===== src/rtl/rms_envelope_similarity_assert.svh =====
// Assertion macros for the envelope similarity block.
// Used by the top level; expects clk_i and rst_ni in scope.
`ifndef RMS_ENVELOPE_SIMILARITY_ASSERT_SVH
`define RMS_ENVELOPE_SIMILARITY_ASSERT_SVH

// Same-cycle implication, disabled during reset.
`define RMSENV_ASSERT_IMP(lbl, ante, cons, msg) \
  lbl: assert property (@(posedge clk_i) disable iff (!rst_ni) (ante) |-> (cons)) \
    else $error(msg);

// Next-cycle implication, disabled during reset.
`define RMSENV_ASSERT_NXT(lbl, ante, cons, msg) \
  lbl: assert property (@(posedge clk_i) disable iff (!rst_ni) (ante) |=> (cons)) \
    else $error(msg);

`endif


===== src/rtl/rmsenv_pkg.sv =====
// Shared types and constants of the envelope similarity block.
// No dependencies; used by the shift-subtract unit and the top level.
`timescale 1ns / 1ps

package rmsenv_pkg;

  localparam int unsigned SAMPLE_BITS = 16;
  localparam int unsigned MAX_WINDOWS = 4096;

  localparam int unsigned ENERGY_W = 38;   // per-window energy
  localparam int unsigned SUM_W    = 44;   // running sums and final root
  localparam int unsigned COUNT_W  = 13;   // window count
  localparam int unsigned ROOT_W   = 19;   // per-window RMS
  localparam int unsigned MUL_W    = 22;   // shared multiplier operand
  localparam int unsigned WIDE_W   = 2 * SUM_W;
  localparam int unsigned REM_W    = SUM_W + 2;
  localparam int unsigned STEP_W   = 6;
  localparam int unsigned SIM_W    = 16;
  localparam int unsigned WLEN_W   = 8;

  localparam logic [SIM_W-1:0]   SIM_ONE       = 16'h8000;
  localparam logic [COUNT_W-1:0] MAX_WINDOWS_C = COUNT_W'(MAX_WINDOWS);
  localparam logic [WLEN_W-1:0]  WLEN_RESET    = 8'd44;

  // Iteration counts of the shift-subtract unit
  localparam logic [STEP_W-1:0] DIV_E_STEPS  = 6'd38;
  localparam logic [STEP_W-1:0] SQRT_E_STEPS = 6'd19;
  localparam logic [STEP_W-1:0] SQRT_W_STEPS = 6'd44;
  localparam logic [STEP_W-1:0] DIV_S_STEPS  = 6'd15;

  typedef struct packed {
    logic signed [SAMPLE_BITS-1:0] sample_first;
    logic signed [SAMPLE_BITS-1:0] sample_second;
    logic                          last_sample;
  } in_item_t;

  typedef struct packed {
    logic [SIM_W-1:0]   similarity;
    logic [COUNT_W-1:0] windows_seen;
    logic               degenerate;
    logic               saturated;
  } out_item_t;

  typedef struct packed {
    logic              load;
    logic              is_sqrt;
    logic [STEP_W-1:0] steps;
  } shsub_ctrl_t;

endpackage


===== src/rtl/rmsenv_chan_if.sv =====
// Valid/ready stream channel carrying one payload struct.
// Payload type comes in as a parameter; no package dependency.
`timescale 1ns / 1ps

interface rmsenv_chan_if #(
  parameter type payload_t = logic
) ();
  logic     valid;
  logic     ready;
  payload_t data;

  modport source (output valid, output data, input ready);
  modport sink   (input valid, input data, output ready);
endinterface


===== src/rtl/rmsenv_shsub.sv =====
// Shared shift-subtract unit: restoring division and square root, one digit a cycle.
// Depends on rmsenv_pkg for widths and the control struct.
`timescale 1ns / 1ps

module rmsenv_shsub (
  input  logic                              clk_i,
  input  logic                              rst_ni,
  input  rmsenv_pkg::shsub_ctrl_t           ctrl_i,
  input  logic [rmsenv_pkg::WIDE_W-1:0]     x_init_i,
  input  logic [rmsenv_pkg::REM_W-1:0]      r_init_i,
  input  logic [rmsenv_pkg::SUM_W-1:0]      d_init_i,
  output logic [rmsenv_pkg::SUM_W-1:0]      q_o,
  output logic                              done_o
);
  import rmsenv_pkg::*;

  logic [REM_W-1:0]  r_q, r_d;
  logic [WIDE_W-1:0] x_q, x_d;
  logic [SUM_W-1:0]  q_q, q_d;
  logic [SUM_W-1:0]  d_q, d_d;
  logic [STEP_W-1:0] cnt_q, cnt_d;
  logic              sqrt_q, sqrt_d;

  logic [REM_W-1:0]  shifted;
  logic [REM_W-1:0]  subtr;
  logic [REM_W-1:0]  trial;
  logic              take;

  // Square root brings down two bits and tries 4*root+1; division one bit against d.
  always_comb begin
    shifted = sqrt_q ? {r_q[REM_W-3:0], x_q[WIDE_W-1 -: 2]}
                     : {r_q[REM_W-2:0], x_q[WIDE_W-1]};
    subtr   = sqrt_q ? {q_q, 2'b01} : {2'b00, d_q};
    take    = shifted >= subtr;
    trial   = shifted - subtr;
  end

  always_comb begin
    r_d    = r_q;
    x_d    = x_q;
    q_d    = q_q;
    d_d    = d_q;
    cnt_d  = cnt_q;
    sqrt_d = sqrt_q;
    if (ctrl_i.load) begin
      r_d    = r_init_i;
      x_d    = x_init_i;
      q_d    = '0;
      d_d    = d_init_i;
      cnt_d  = ctrl_i.steps;
      sqrt_d = ctrl_i.is_sqrt;
    end else if (cnt_q != '0) begin
      r_d   = take ? trial : shifted;
      x_d   = sqrt_q ? {x_q[WIDE_W-3:0], 2'b00} : {x_q[WIDE_W-2:0], 1'b0};
      q_d   = {q_q[SUM_W-2:0], take};
      cnt_d = cnt_q - 1'b1;
    end
  end

  always_ff @(posedge clk_i or negedge rst_ni) begin
    if (!rst_ni) begin
      cnt_q  <= '0;
      sqrt_q <= 1'b0;
    end else begin
      cnt_q  <= cnt_d;
      sqrt_q <= sqrt_d;
    end
  end

  always_ff @(posedge clk_i) begin
    r_q <= r_d;
    x_q <= x_d;
    q_q <= q_d;
    d_q <= d_d;
  end

  assign q_o    = q_q;
  assign done_o = (cnt_q == '0);

endmodule


===== src/rtl/rms_envelope_similarity.sv =====
// Envelope similarity of two sample streams: top level and sequencer.
// Depends on rmsenv_pkg, rmsenv_chan_if, rmsenv_shsub and the assertion header.
//
// Usage:
//   in_i carries paired signed samples and a last flag; out_o carries one result
//   per stream, given on the request that has last_sample set. cfg_we_i/cfg_wdata_i
//   write the window length; write it only while the block is idle.
//   A request that does not close a window steps through S_SQA, S_SQB and S_ACCB.
//   Closing a window adds, per signal, a 38-step division of the window energy by
//   the length and a 19-step square root, both on the one shared shift-subtract
//   unit, then three products on the shared 22x22 multiplier. The last request
//   adds four partial products for the 88-bit energy product, a 44-step square
//   root and a 15-step division, again on the shared unit. in_i.ready is high
//   only while the sequencer is idle.
//   The result sits in an output register; a new stream may start while it waits,
//   and the sequencer holds at its final step until the receiver frees that register.
//   Reset clears all stream state, sets the window length to 44 and drops any
//   pending result.
`timescale 1ns / 1ps
`include "rms_envelope_similarity_assert.svh"

module rms_envelope_similarity (
  input  logic                            clk_i,
  input  logic                            rst_ni,
  input  logic                            cfg_we_i,
  input  logic [rmsenv_pkg::WLEN_W-1:0]   cfg_wdata_i,
  rmsenv_chan_if.sink                     in_i,
  rmsenv_chan_if.source                   out_o
);
  import rmsenv_pkg::*;

  localparam int unsigned ST_W = 5;
  localparam logic [ST_W-1:0] S_IDLE     = 5'd0;
  localparam logic [ST_W-1:0] S_SQA      = 5'd1;
  localparam logic [ST_W-1:0] S_SQB      = 5'd2;
  localparam logic [ST_W-1:0] S_ACCB     = 5'd3;
  localparam logic [ST_W-1:0] S_DIVA_LD  = 5'd4;
  localparam logic [ST_W-1:0] S_DIVA_RUN = 5'd5;
  localparam logic [ST_W-1:0] S_SQRA_LD  = 5'd6;
  localparam logic [ST_W-1:0] S_SQRA_RUN = 5'd7;
  localparam logic [ST_W-1:0] S_DIVB_LD  = 5'd8;
  localparam logic [ST_W-1:0] S_DIVB_RUN = 5'd9;
  localparam logic [ST_W-1:0] S_SQRB_LD  = 5'd10;
  localparam logic [ST_W-1:0] S_SQRB_RUN = 5'd11;
  localparam logic [ST_W-1:0] S_PAB      = 5'd12;
  localparam logic [ST_W-1:0] S_PAA      = 5'd13;
  localparam logic [ST_W-1:0] S_PBB      = 5'd14;
  localparam logic [ST_W-1:0] S_WEND     = 5'd15;
  localparam logic [ST_W-1:0] S_FIN      = 5'd16;
  localparam logic [ST_W-1:0] S_M1       = 5'd17;
  localparam logic [ST_W-1:0] S_M2       = 5'd18;
  localparam logic [ST_W-1:0] S_M3       = 5'd19;
  localparam logic [ST_W-1:0] S_M4       = 5'd20;
  localparam logic [ST_W-1:0] S_SQD_LD   = 5'd21;
  localparam logic [ST_W-1:0] S_SQD_RUN  = 5'd22;
  localparam logic [ST_W-1:0] S_DIVS     = 5'd23;
  localparam logic [ST_W-1:0] S_DIVS_RUN = 5'd24;
  localparam logic [ST_W-1:0] S_EMIT     = 5'd25;

  localparam int unsigned PROD_W = 2 * MUL_W;

  function automatic logic [SAMPLE_BITS-1:0] mag_of(logic [SAMPLE_BITS-1:0] v);
    mag_of = v[SAMPLE_BITS-1] ? (~v + 1'b1) : v;
  endfunction

  logic [ST_W-1:0]        state_q, state_d;
  logic [WLEN_W-1:0]      wlen_q, wlen_d;
  logic [SAMPLE_BITS-1:0] mag_a_q, mag_a_d;
  logic [SAMPLE_BITS-1:0] mag_b_q, mag_b_d;
  logic                   last_q, last_d;
  logic [ENERGY_W-1:0]    ea_q, ea_d;
  logic [ENERGY_W-1:0]    eb_q, eb_d;
  logic [WLEN_W-1:0]      siw_q, siw_d;
  logic [COUNT_W-1:0]     wc_q, wc_d;
  logic [SUM_W-1:0]       cross_q, cross_d;
  logic [SUM_W-1:0]       esa_q, esa_d;
  logic [SUM_W-1:0]       esb_q, esb_d;
  logic                   ovf_q, ovf_d;
  logic [ROOT_W-1:0]      ra_q, ra_d;
  logic [ROOT_W-1:0]      rb_q, rb_d;
  logic [PROD_W-1:0]      prod_q, prod_d;
  logic [WIDE_W-1:0]      acc_q, acc_d;
  logic [SIM_W-1:0]       sim_q, sim_d;
  logic                   degen_q, degen_d;
  logic                   out_valid_q, out_valid_d;
  out_item_t              out_data_q, out_data_d;

  logic [MUL_W-1:0]       mul_a, mul_b;
  logic [ENERGY_W:0]      e_sum;
  logic [SUM_W:0]         s_sum;
  logic [WLEN_W-1:0]      len;
  logic [WLEN_W-1:0]      siw_next;
  logic                   win_done;

  shsub_ctrl_t            unit_ctrl;
  logic [WIDE_W-1:0]      unit_x;
  logic [REM_W-1:0]       unit_r;
  logic [SUM_W-1:0]       unit_d;
  logic [SUM_W-1:0]       unit_q;
  logic                   unit_done;

  rmsenv_shsub u_shsub (
    .clk_i    (clk_i),
    .rst_ni   (rst_ni),
    .ctrl_i   (unit_ctrl),
    .x_init_i (unit_x),
    .r_init_i (unit_r),
    .d_init_i (unit_d),
    .q_o      (unit_q),
    .done_o   (unit_done)
  );

  assign len      = (wlen_q == '0) ? WLEN_W'(1) : wlen_q;
  assign siw_next = siw_q + 1'b1;
  // A wrapped count also closes the window
  assign win_done = (siw_next >= len) || (siw_next == '0);

  // Shared multiplier operands; product registered every cycle
  always_comb begin
    mul_a = '0;
    mul_b = '0;
    case (state_q)
      S_SQA: begin
        mul_a = MUL_W'(mag_a_q);
        mul_b = MUL_W'(mag_a_q);
      end
      S_SQB: begin
        mul_a = MUL_W'(mag_b_q);
        mul_b = MUL_W'(mag_b_q);
      end
      S_PAB: begin
        mul_a = MUL_W'(ra_q);
        mul_b = MUL_W'(rb_q);
      end
      S_PAA: begin
        mul_a = MUL_W'(ra_q);
        mul_b = MUL_W'(ra_q);
      end
      S_PBB: begin
        mul_a = MUL_W'(rb_q);
        mul_b = MUL_W'(rb_q);
      end
      S_FIN: begin
        mul_a = esa_q[MUL_W-1:0];
        mul_b = esb_q[MUL_W-1:0];
      end
      S_M1: begin
        mul_a = esa_q[MUL_W-1:0];
        mul_b = esb_q[SUM_W-1:MUL_W];
      end
      S_M2: begin
        mul_a = esa_q[SUM_W-1:MUL_W];
        mul_b = esb_q[MUL_W-1:0];
      end
      S_M3: begin
        mul_a = esa_q[SUM_W-1:MUL_W];
        mul_b = esb_q[SUM_W-1:MUL_W];
      end
      default: begin
        mul_a = '0;
        mul_b = '0;
      end
    endcase
  end

  assign prod_d = PROD_W'(mul_a) * PROD_W'(mul_b);

  always_comb begin
    state_d     = state_q;
    wlen_d      = cfg_we_i ? cfg_wdata_i : wlen_q;
    mag_a_d     = mag_a_q;
    mag_b_d     = mag_b_q;
    last_d      = last_q;
    ea_d        = ea_q;
    eb_d        = eb_q;
    siw_d       = siw_q;
    wc_d        = wc_q;
    cross_d     = cross_q;
    esa_d       = esa_q;
    esb_d       = esb_q;
    ovf_d       = ovf_q;
    ra_d        = ra_q;
    rb_d        = rb_q;
    acc_d       = acc_q;
    sim_d       = sim_q;
    degen_d     = degen_q;
    out_data_d  = out_data_q;
    out_valid_d = out_valid_q && !out_o.ready;
    e_sum       = '0;
    s_sum       = '0;
    unit_ctrl   = '0;
    unit_x      = '0;
    unit_r      = '0;
    unit_d      = '0;

    unique case (state_q)
      S_IDLE: begin
        if (in_i.valid) begin
          mag_a_d = mag_of(in_i.data.sample_first);
          mag_b_d = mag_of(in_i.data.sample_second);
          last_d  = in_i.data.last_sample;
          state_d = S_SQA;
        end
      end
      S_SQA: state_d = S_SQB;
      S_SQB: begin
        e_sum   = {1'b0, ea_q} + {1'b0, prod_q[ENERGY_W-1:0]};
        ea_d    = e_sum[ENERGY_W] ? '1 : e_sum[ENERGY_W-1:0];
        ovf_d   = ovf_q | e_sum[ENERGY_W];
        state_d = S_ACCB;
      end
      S_ACCB: begin
        e_sum = {1'b0, eb_q} + {1'b0, prod_q[ENERGY_W-1:0]};
        eb_d  = e_sum[ENERGY_W] ? '1 : e_sum[ENERGY_W-1:0];
        ovf_d = ovf_q | e_sum[ENERGY_W];
        if (win_done) begin
          siw_d   = '0;
          state_d = S_DIVA_LD;
        end else begin
          siw_d   = siw_next;
          state_d = last_q ? S_FIN : S_IDLE;
        end
      end
      S_DIVA_LD: begin
        unit_ctrl = '{load: 1'b1, is_sqrt: 1'b0, steps: DIV_E_STEPS};
        unit_x    = {ea_q, {(WIDE_W-ENERGY_W){1'b0}}};
        unit_d    = SUM_W'(len);
        state_d   = S_DIVA_RUN;
      end
      S_DIVA_RUN: if (unit_done) state_d = S_SQRA_LD;
      S_SQRA_LD: begin
        unit_ctrl = '{load: 1'b1, is_sqrt: 1'b1, steps: SQRT_E_STEPS};
        unit_x    = {unit_q[ENERGY_W-1:0], {(WIDE_W-ENERGY_W){1'b0}}};
        state_d   = S_SQRA_RUN;
      end
      S_SQRA_RUN: begin
        if (unit_done) begin
          ra_d    = unit_q[ROOT_W-1:0];
          state_d = S_DIVB_LD;
        end
      end
      S_DIVB_LD: begin
        unit_ctrl = '{load: 1'b1, is_sqrt: 1'b0, steps: DIV_E_STEPS};
        unit_x    = {eb_q, {(WIDE_W-ENERGY_W){1'b0}}};
        unit_d    = SUM_W'(len);
        state_d   = S_DIVB_RUN;
      end
      S_DIVB_RUN: if (unit_done) state_d = S_SQRB_LD;
      S_SQRB_LD: begin
        unit_ctrl = '{load: 1'b1, is_sqrt: 1'b1, steps: SQRT_E_STEPS};
        unit_x    = {unit_q[ENERGY_W-1:0], {(WIDE_W-ENERGY_W){1'b0}}};
        state_d   = S_SQRB_RUN;
      end
      S_SQRB_RUN: begin
        if (unit_done) begin
          rb_d    = unit_q[ROOT_W-1:0];
          state_d = S_PAB;
        end
      end
      S_PAB: state_d = S_PAA;
      S_PAA: begin
        s_sum   = {1'b0, cross_q} + {1'b0, prod_q};
        cross_d = s_sum[SUM_W] ? '1 : s_sum[SUM_W-1:0];
        ovf_d   = ovf_q | s_sum[SUM_W];
        state_d = S_PBB;
      end
      S_PBB: begin
        s_sum   = {1'b0, esa_q} + {1'b0, prod_q};
        esa_d   = s_sum[SUM_W] ? '1 : s_sum[SUM_W-1:0];
        ovf_d   = ovf_q | s_sum[SUM_W];
        state_d = S_WEND;
      end
      S_WEND: begin
        s_sum = {1'b0, esb_q} + {1'b0, prod_q};
        esb_d = s_sum[SUM_W] ? '1 : s_sum[SUM_W-1:0];
        // Count holds at its ceiling and flags saturation
        if (wc_q >= MAX_WINDOWS_C) begin
          wc_d  = MAX_WINDOWS_C;
          ovf_d = 1'b1;
        end else begin
          wc_d  = wc_q + 1'b1;
          ovf_d = ovf_q | s_sum[SUM_W];
        end
        ea_d    = '0;
        eb_d    = '0;
        state_d = last_q ? S_FIN : S_IDLE;
      end
      S_FIN: begin
        if (wc_q < COUNT_W'(2)) begin
          sim_d   = '0;
          degen_d = 1'b1;
          state_d = S_EMIT;
        end else begin
          state_d = S_M1;
        end
      end
      S_M1: begin
        acc_d   = {{(WIDE_W-PROD_W){1'b0}}, prod_q};
        state_d = S_M2;
      end
      S_M2: begin
        acc_d   = acc_q + {{MUL_W{1'b0}}, prod_q, {MUL_W{1'b0}}};
        state_d = S_M3;
      end
      S_M3: begin
        acc_d   = acc_q + {{MUL_W{1'b0}}, prod_q, {MUL_W{1'b0}}};
        state_d = S_M4;
      end
      S_M4: begin
        acc_d   = acc_q + {prod_q, {(WIDE_W-PROD_W){1'b0}}};
        state_d = S_SQD_LD;
      end
      S_SQD_LD: begin
        unit_ctrl = '{load: 1'b1, is_sqrt: 1'b1, steps: SQRT_W_STEPS};
        unit_x    = acc_q;
        state_d   = S_SQD_RUN;
      end
      S_SQD_RUN: if (unit_done) state_d = S_DIVS;
      S_DIVS: begin
        if (unit_q == '0) begin
          sim_d   = '0;
          degen_d = 1'b1;
          state_d = S_EMIT;
        end else if (cross_q >= unit_q) begin
          // Quotient at or above one: clamp
          sim_d   = SIM_ONE;
          degen_d = 1'b0;
          state_d = S_EMIT;
        end else begin
          // Remainder starts at the cross sum; shift in zeros for the fraction
          unit_ctrl = '{load: 1'b1, is_sqrt: 1'b0, steps: DIV_S_STEPS};
          unit_r    = {2'b00, cross_q};
          unit_d    = unit_q;
          state_d   = S_DIVS_RUN;
        end
      end
      S_DIVS_RUN: begin
        if (unit_done) begin
          sim_d   = {1'b0, unit_q[SIM_W-2:0]};
          degen_d = 1'b0;
          state_d = S_EMIT;
        end
      end
      S_EMIT: begin
        if (!out_valid_q || out_o.ready) begin
          out_data_d.similarity   = sim_q;
          out_data_d.windows_seen = wc_q;
          out_data_d.degenerate   = degen_q;
          out_data_d.saturated    = ovf_q;
          out_valid_d = 1'b1;
          ea_d        = '0;
          eb_d        = '0;
          siw_d       = '0;
          wc_d        = '0;
          cross_d     = '0;
          esa_d       = '0;
          esb_d       = '0;
          ovf_d       = 1'b0;
          state_d     = S_IDLE;
        end
      end
      default: state_d = S_IDLE;
    endcase
  end

  always_ff @(posedge clk_i or negedge rst_ni) begin
    if (!rst_ni) begin
      state_q     <= S_IDLE;
      wlen_q      <= WLEN_RESET;
      ea_q        <= '0;
      eb_q        <= '0;
      siw_q       <= '0;
      wc_q        <= '0;
      cross_q     <= '0;
      esa_q       <= '0;
      esb_q       <= '0;
      ovf_q       <= 1'b0;
      out_valid_q <= 1'b0;
    end else begin
      state_q     <= state_d;
      wlen_q      <= wlen_d;
      ea_q        <= ea_d;
      eb_q        <= eb_d;
      siw_q       <= siw_d;
      wc_q        <= wc_d;
      cross_q     <= cross_d;
      esa_q       <= esa_d;
      esb_q       <= esb_d;
      ovf_q       <= ovf_d;
      out_valid_q <= out_valid_d;
    end
  end

  always_ff @(posedge clk_i) begin
    mag_a_q    <= mag_a_d;
    mag_b_q    <= mag_b_d;
    last_q     <= last_d;
    ra_q       <= ra_d;
    rb_q       <= rb_d;
    prod_q     <= prod_d;
    acc_q      <= acc_d;
    sim_q      <= sim_d;
    degen_q    <= degen_d;
    out_data_q <= out_data_d;
  end

  assign in_i.ready  = (state_q == S_IDLE);
  assign out_o.valid = out_valid_q;
  assign out_o.data  = out_data_q;

  `RMSENV_ASSERT_IMP(a_rose_from_emit, $rose(out_valid_q), $past(state_q) == S_EMIT, "result raised outside the emit step")
  `RMSENV_ASSERT_NXT(a_emit_clears, (state_q == S_EMIT) && (!out_valid_q || out_o.ready), out_valid_q && (wc_q == '0) && !ovf_q && (state_q == S_IDLE), "stream state not cleared on emit")
  `RMSENV_ASSERT_IMP(a_degen_zero, out_valid_q && out_data_q.degenerate, out_data_q.similarity == '0, "degenerate result with nonzero similarity")
  `RMSENV_ASSERT_IMP(a_count_cap, 1'b1, wc_q <= MAX_WINDOWS_C, "window count above ceiling")

endmodule


===== src/flat_wrapper.sv =====
// flat-port wrapper written by rule: the top's interface ports become plain ports
module rms_envelope_similarity_flat import rmsenv_pkg::*;
  (clk_i, rst_ni, cfg_we_i, cfg_wdata_i, in_i_valid, in_i_data, in_i_ready, out_o_valid, out_o_data, out_o_ready);
  rmsenv_chan_if #(.payload_t(in_item_t)) in_i_i ();
  rmsenv_chan_if #(.payload_t(out_item_t)) out_o_i ();
  input  logic clk_i;
  input  logic rst_ni;
  input  logic cfg_we_i;
  input  logic [rmsenv_pkg::WLEN_W-1:0] cfg_wdata_i;
  input wire logic [$bits(in_i_i.valid)-1:0] in_i_valid;
  input wire logic [$bits(in_i_i.data)-1:0] in_i_data;
  output wire logic [$bits(in_i_i.ready)-1:0] in_i_ready;
  output wire logic [$bits(out_o_i.valid)-1:0] out_o_valid;
  output wire logic [$bits(out_o_i.data)-1:0] out_o_data;
  input wire logic [$bits(out_o_i.ready)-1:0] out_o_ready;
  assign in_i_i.valid = in_i_valid;
  assign in_i_i.data = in_i_data;
  assign in_i_ready = in_i_i.ready;
  assign out_o_valid = out_o_i.valid;
  assign out_o_data = out_o_i.data;
  assign out_o_i.ready = out_o_ready;
  rms_envelope_similarity u_core (.clk_i(clk_i), .rst_ni(rst_ni), .cfg_we_i(cfg_we_i), .cfg_wdata_i(cfg_wdata_i), .in_i(in_i_i), .out_o(out_o_i));
endmodule

===== config.mk =====
export PLATFORM = sky130hd
export DESIGN_NAME = rms_envelope_similarity_flat
export DESIGN_NICKNAME = d
export VERILOG_FILES = /design/src/rtl/rmsenv_pkg.sv /design/src/rtl/rmsenv_chan_if.sv /design/src/rtl/rmsenv_shsub.sv /design/src/rtl/rms_envelope_similarity.sv /design/src/flat_wrapper.sv
export VERILOG_INCLUDE_DIRS = /design/src /design/src/rtl
export SDC_FILE = /design/constraint.sdc
export NUM_CORES = 2
export LEC_CHECK = 0
export BUFFER_PORTS_ARGS = -buffer_cell sky130_fd_sc_hd__buf_2
export CAP_MARGIN = 10
export CELL_PAD_IN_SITES_DETAIL_PLACEMENT = 1
export CELL_PAD_IN_SITES_GLOBAL_PLACEMENT = 2
export CORE_UTILIZATION = 45
export DETAILED_ROUTE_END_ITERATION = 12
export HOLD_SLACK_MARGIN = 0.08
export PLACE_DENSITY_LB_ADDON = 0.08
export SLEW_MARGIN = 20
export SYNTH_ARGS = -nofsm -noshare
export SYNTH_HDL_FRONTEND = slang
export SYNTH_SLANG_ARGS = --single-unit

===== constraint.sdc =====
create_clock -name clk_i -period 17.4 [get_ports clk_i]
set_input_delay 3.48 -clock clk_i [delete_from_list [all_inputs] [get_ports clk_i]]
set_output_delay 3.48 -clock clk_i [all_outputs]
set_load 0.01 [all_outputs]

# == Word level (Yosys, flattened, before mapping) ==
# Cells that the tools add are included.
# W data, S select, Z words.
# totals
input_bits,46
elab_cells,208
reg_bits,723
# classes
n_mul,1
bitwise_logic,7
magnitude_cmp,5
reduce_logical,42
eq_ne,35
addsub,13
n_mux,73
# op_table
operator,n
$pmux W44 S2,4
$pmux W88 S4,1
$mux W44,7
$mux W88,3
$pmux W22 S6,2
$pmux W88 S3,1
$pmux W38 S3,2
$mux W45,5
$add A44 B44 Y45,3
$pmux W5 S26,1
$mux W38,3
$mux W46,2
$add A88 B66 Y88,1
$add A88 B88 Y88,1
$add A38 B38 Y39,2
$mux W16,4
$mux W5,11
$eq A5 B5 Y1 const B,10
$pmux W16 S3,1
$ge A46 B46 Y1,1
$sub A45 B45 Y45,1
$ge A44 B44 Y1,1
$logic_not A44 Y1,1
$mul A22 B22 Y44,1
40 further kinds,107

# == Depth between registers and ports, before layout ==
# logic_depth
depth_word,6
ltp_mapped,36
mapped_depth_nobuf,32

# == Cells and area by module ==
# A second synthesis with hierarchy kept.
# hier_totals
cells_unflattened,7597
area_unflattened_um2,67627.4
# by_module_without_submodules
mod,instances,cells_per_inst,area_per_inst_um2
rms_envelope_similarity,1,6245,54114.4
rmsenv_shsub,1,1352,13513.0

# == Worst setup path before layout ==
# No wires, ideal clock.
# synth_path
path_kind,register -> register
start,reg u_core.state_q[2]
end,reg u_core.prod_q[42]
path_slack_ps,8946
setup_time_ps,72
stages_incl_launch_ff,32
t_arrival_ps,8382
cell_sequence,dfrtp_1 clkbuf_1 nand2_1 nor3_1 clkbuf_1 a211o_1 buf_1 nand2_1 fa_1 inv_1 fa_1 inv_1 fa_1 inv_1 fa_1 inv_1 fa_1 inv_1 fa_1 fa_1 ha_1 a21oi_1 o21ai_0 a221o_1 a21oi_1 o221ai_1 o211ai_1 a21oi_1 or4b_1 a31o_2 a21oi_1 xnor2_1
# synth_between
elab_chain_cells,4
word_cells_on_any_way,18
cone_classes,mul (1); eq/ne (9); mux (2); reduce/logical (6)
# synth_rtl
element,line_no,source
"start, declared",rms_envelope_similarity.sv:66,"logic [ST_W-1:0] state_q, state_d;"
"start signal, assigned",rms_envelope_similarity.sv:380,state_q <= state_d;
$eq A5 B5 Y1 / $eq A5 B4 Y1 (equally long branches),rms_envelope_similarity.sv:122,case (state_q)
$reduce_or A2 Y1 (no source line),n/a,
$pmux W22 S6,rms_envelope_similarity.sv:122,
$mul A22 B22 Y44 *,rms_envelope_similarity.sv:166,assign prod_d = PROD_W'(mul_a) * PROD_W'(mul_b);
named net u_core.prod_d[42],rms_envelope_similarity.sv:81,"logic [PROD_W-1:0] prod_q, prod_d;"
"end signal, assigned",rms_envelope_similarity.sv:400,prod_q <= prod_d;
"end, declared",rms_envelope_similarity.sv:81,
# Mark *: on every way through the listed nets, which the timed path passes. The rest lies on a longest branch.
# A chain may end at the register's enable or synchronous reset.

# == Worst setup path in the final report ==
# layout_path
start,reg u_core.state_q[3]
end,reg u_core.prod_q[42]
# The elaborated chain is that of the path after synthesis.

==> run summary <==
Status -> complete, no violations
Crit Reg-Reg Startpoint -> u_core.state_q[3]
Top FF cell, synth -> edfxtp_1
Most common cell in the netlist -> nand2_1
Count of cell types in the netlist -> 97
PostCTS Resize Cnt -> 0
Vias per cell -> 6.20
F_max -> 0.0951 GHz
Mux share of post-synthesis cell area -> 3.52%
Power per cell area -> 198 nW/um2
DIE AREA -> 150000 um2
Final Critical Period -> 10.52 ns
Main combinational cell family by area after synthesis -> adder cells
Most used cell, CP -> fa_1
WP data arrival -> 11.14 ns
Clock sinks -> 723
Max H-tree Level -> 3
Total number of vias -> 58.2k
Post-CTS setup buffer count -> 0
# fillers -> 17.0k
CTS tree -> built
Slew Viols, Final -> 0
Area Overhead vs Synth -> 9.23%
Switching power -> 7.33 mW
# setup viols final -> 0
Global-route wire length before repair -> 397000 um
Net Sw Frac -> 50.8%
Register area share after synthesis -> 29.3%
Clock Skew -> 0.0716 ns
Num rows -> 141
Initial Util -> 45.3%
CP endpoint kind -> flip-flop
Skew-Pair Late Insertion Delay -> 0.73 ns
Cells after Synth -> 7395
Area share of fa/ha/maj cells after synthesis -> 22.6%
Largest net degree at the start of global routing -> 148
NumNets Final -> 8379
Clk root buf -> clkbuf_16
TritonRoute pass-1 iters -> 5
Syn Area/Cell -> 9.03 um2
Startpoint Class -> flip-flop
Compound-Gate Fraction of Synth Area -> 19.7%
Hold Startpoint -> u_core.sim_q[15]
XOR/XNOR Fraction of Synth Area -> 5.13%
Lkg Pwr -> 33.7 nW
Cell taking the most area after synthesis -> edfxtp_1
Vias in the first global route -> 60.1k
Antenna Nets Post-Route -> 0
Slowest CP cell -> a211o_1
EDFF count, synth -> 384
Largest cells by area after synthesis -> edfxtp_1 (17%), fa_1 (12%), ha_1 (10%)
DR DRC count -> 0
Clock share of power -> 14.3%
Max Root-Sink Buffers -> 3
GRT overflow -> 0
Tot Pwr -> 14.4 mW
Simple-Gate Fraction of Synth Area -> 14.3%
Worst vdd ir -> 127 uV
Synth top cells by count -> nand2_1 (991), inv_1 (590), ha_1 (558)
Placed inst area -> 69700 um2
Ys async rst share -> 34.7%
Placer Congestion -> 0.924
Port Buffers -> 78
YS warnings -> 0
WS Path Type -> flip-flop to flip-flop
Routed wire length -> 267000 um
HPWL after detailed placement -> 196000 um
Die Wd -> 387 um
Slew HR -> 17.2%
Worst slew pin tran -> 1.24 ns
Final Cycle Share -> 60.4%
Final Cell Area -> 73000 um2
HP Class -> flip-flop to flip-flop
Layout cells sized above 1 -> 7.51%
Std-Cell Core Area -> 147000 um2
# IOs -> 79
Yosys top cell area share -> 17.3%
Sequential power share -> 21.0%
Setup TNS -> 0 ns
Internal power -> 7.09 mW
Clock-pin slew on the worst setup and hold paths -> 0.06 ns
CP Data Required Time -> 18.03 ns
Initial DRC count -> 4732
Hold Buf Count CTS -> 0
Syn Nets -> 8404
Initial antenna violation count -> 21
Synthesized area -> 66800 um2
CTS buffer count -> 90
GRT Overall Usage -> 35.3%
RSZ-0062 raised after global routing -> false
Max-cap violations -> 0
Largest stage delay, worst path -> 0.93 ns
Final hold vios -> 0
Average wire per standard cell -> 28.5 um
Flops & latches, synth -> 723
Crit path from -> u_core.state_q[3]
Chip height -> 387 um
Worst-path fanout max -> 89
Gate power share -> 64.8%
## layer usage
layer  part of all wire [%]  vias up  GRT usage [%]  routed length, um
met2                     45     1924           56.1             121000
met5                 0.0041        -              0                 11
met1                     43    29731           47.2             114000
met4                    5.2        2           16.2              13800
met3                    6.8      489           5.38              18000
li1                       -    26028              -                  -
## flip-flops by register name (all words and copies together) (netlist names), 13 cells and up
| name | flops |
|---|---|
| u_core.u_shsub.r_q | 45 |
| u_core.esb_q | 44 |
| u_core.esa_q | 44 |
| u_core.wc_q | 13 |
| u_core.mag_a_q | 16 |
| u_core.acc_q | 88 |
| u_core.mag_b_q | 16 |
| u_core.ea_q | 38 |
| u_core.out_o.data | 31 |
| u_core.prod_q | 44 |
| u_core.rb_q | 19 |
| u_core.ra_q | 19 |
| u_core.u_shsub.x_q | 88 |
| u_core.sim_q | 16 |
| u_core.eb_q | 38 |
| u_core.u_shsub.d_q | 44 |
| u_core.u_shsub.q_o | 44 |
| u_core.cross_q | 44 |
## power groups by stage
stage          sequential, mW  clock, mW  combinational, mW
3_5_place_dp             3.03          0               9.16
2_1_floorplan            2.83          0               6.29
5_1_grt                  3.06       2.14               10.1
3_3_place_gp             3.02          0               8.93
4_1_cts                  3.01       2.08               9.23
6_report                 3.02       2.06               9.33
## cells by family after synthesis
family                     Yosys count
buffers and inverters              960
muxes                              229
AOI/OAI and AO/OA                 2024
and+or+nand+nor                   2105
adders and majority gates          963
DFF                                723
xor gates and xnor gates           391
## stage by stage
stage | hold WS, ns | std cells | setup slack [ns] | util, %
finish | 0.419 | 9383 | 6.88 | 49.5
global route | 0.430 | 9378 | 6.53 | 49.5
CTS | 0.420 | 9378 | 6.99 | 49.4
detailed placement | 0.406 | 9208 | 7.02 | 47.3
global placement | 0.403 | 9207 | 7.14 | 47.3
floorplan | 0.400 | 7395 | 8.95 | -
## worst max-delay path, delay by kind of cell, from the launching register on
kind	cells	cell delay (ns)
AOI/OAI and AO/OA	8	3.00
xor gates and xnor gates	1	0.13
adders and majority gates	8	3.89
buffers and inverters	4	0.91
DFF	1	0.76
and+or+nand+nor	5	1.58
## cells in the final DEF (no fill, tap or decap), types with 78 or more instances in the layout
master,instances
nand2_1,987
inv_1,589
ha_1,558
o21ai_0,542
a21oi_1,469
fa_1,405
edfxtp_1,384
nor2_1,377
a21o_1,294
xnor2_1,249
dfrtp_1,245
mux2i_1,180
buf_4,171
nand3_1,147
xor2_1,142
and2_1,112
a22o_1,95
clkbuf_16,93
dfxtp_1,88
and3_1,82
buf_2,78
## final timing paths
path	end	slack (ns)	cells past startpoint
max in group asynchronous	u_core.esa_q[12]	12.95	2
min	u_core.out_o.data[30]	0.42	0
min in group asynchronous	u_core.siw_q[7]	2.84	1
max	u_core.prod_q[42]	6.88	26
max reg2reg	u_core.prod_q[42]	6.88	26
min reg2reg	u_core.out_o.data[30]	0.42	0
## cell type report
type                       count  area (um2)  share of cell area [%]
antenna                        5        12.5                  0.0172
clock buffer                 126        2590                    3.55
clock inverter                44         603                   0.827
inverter                     591        2220                    3.05
multi-input combinational   5712       43800                    60.0
sequential                   723       19600                    26.8
tap                         1930        2410                    3.31
timing repair buffer         252        1730                    2.37
Power figures use the tool's default switching activity.
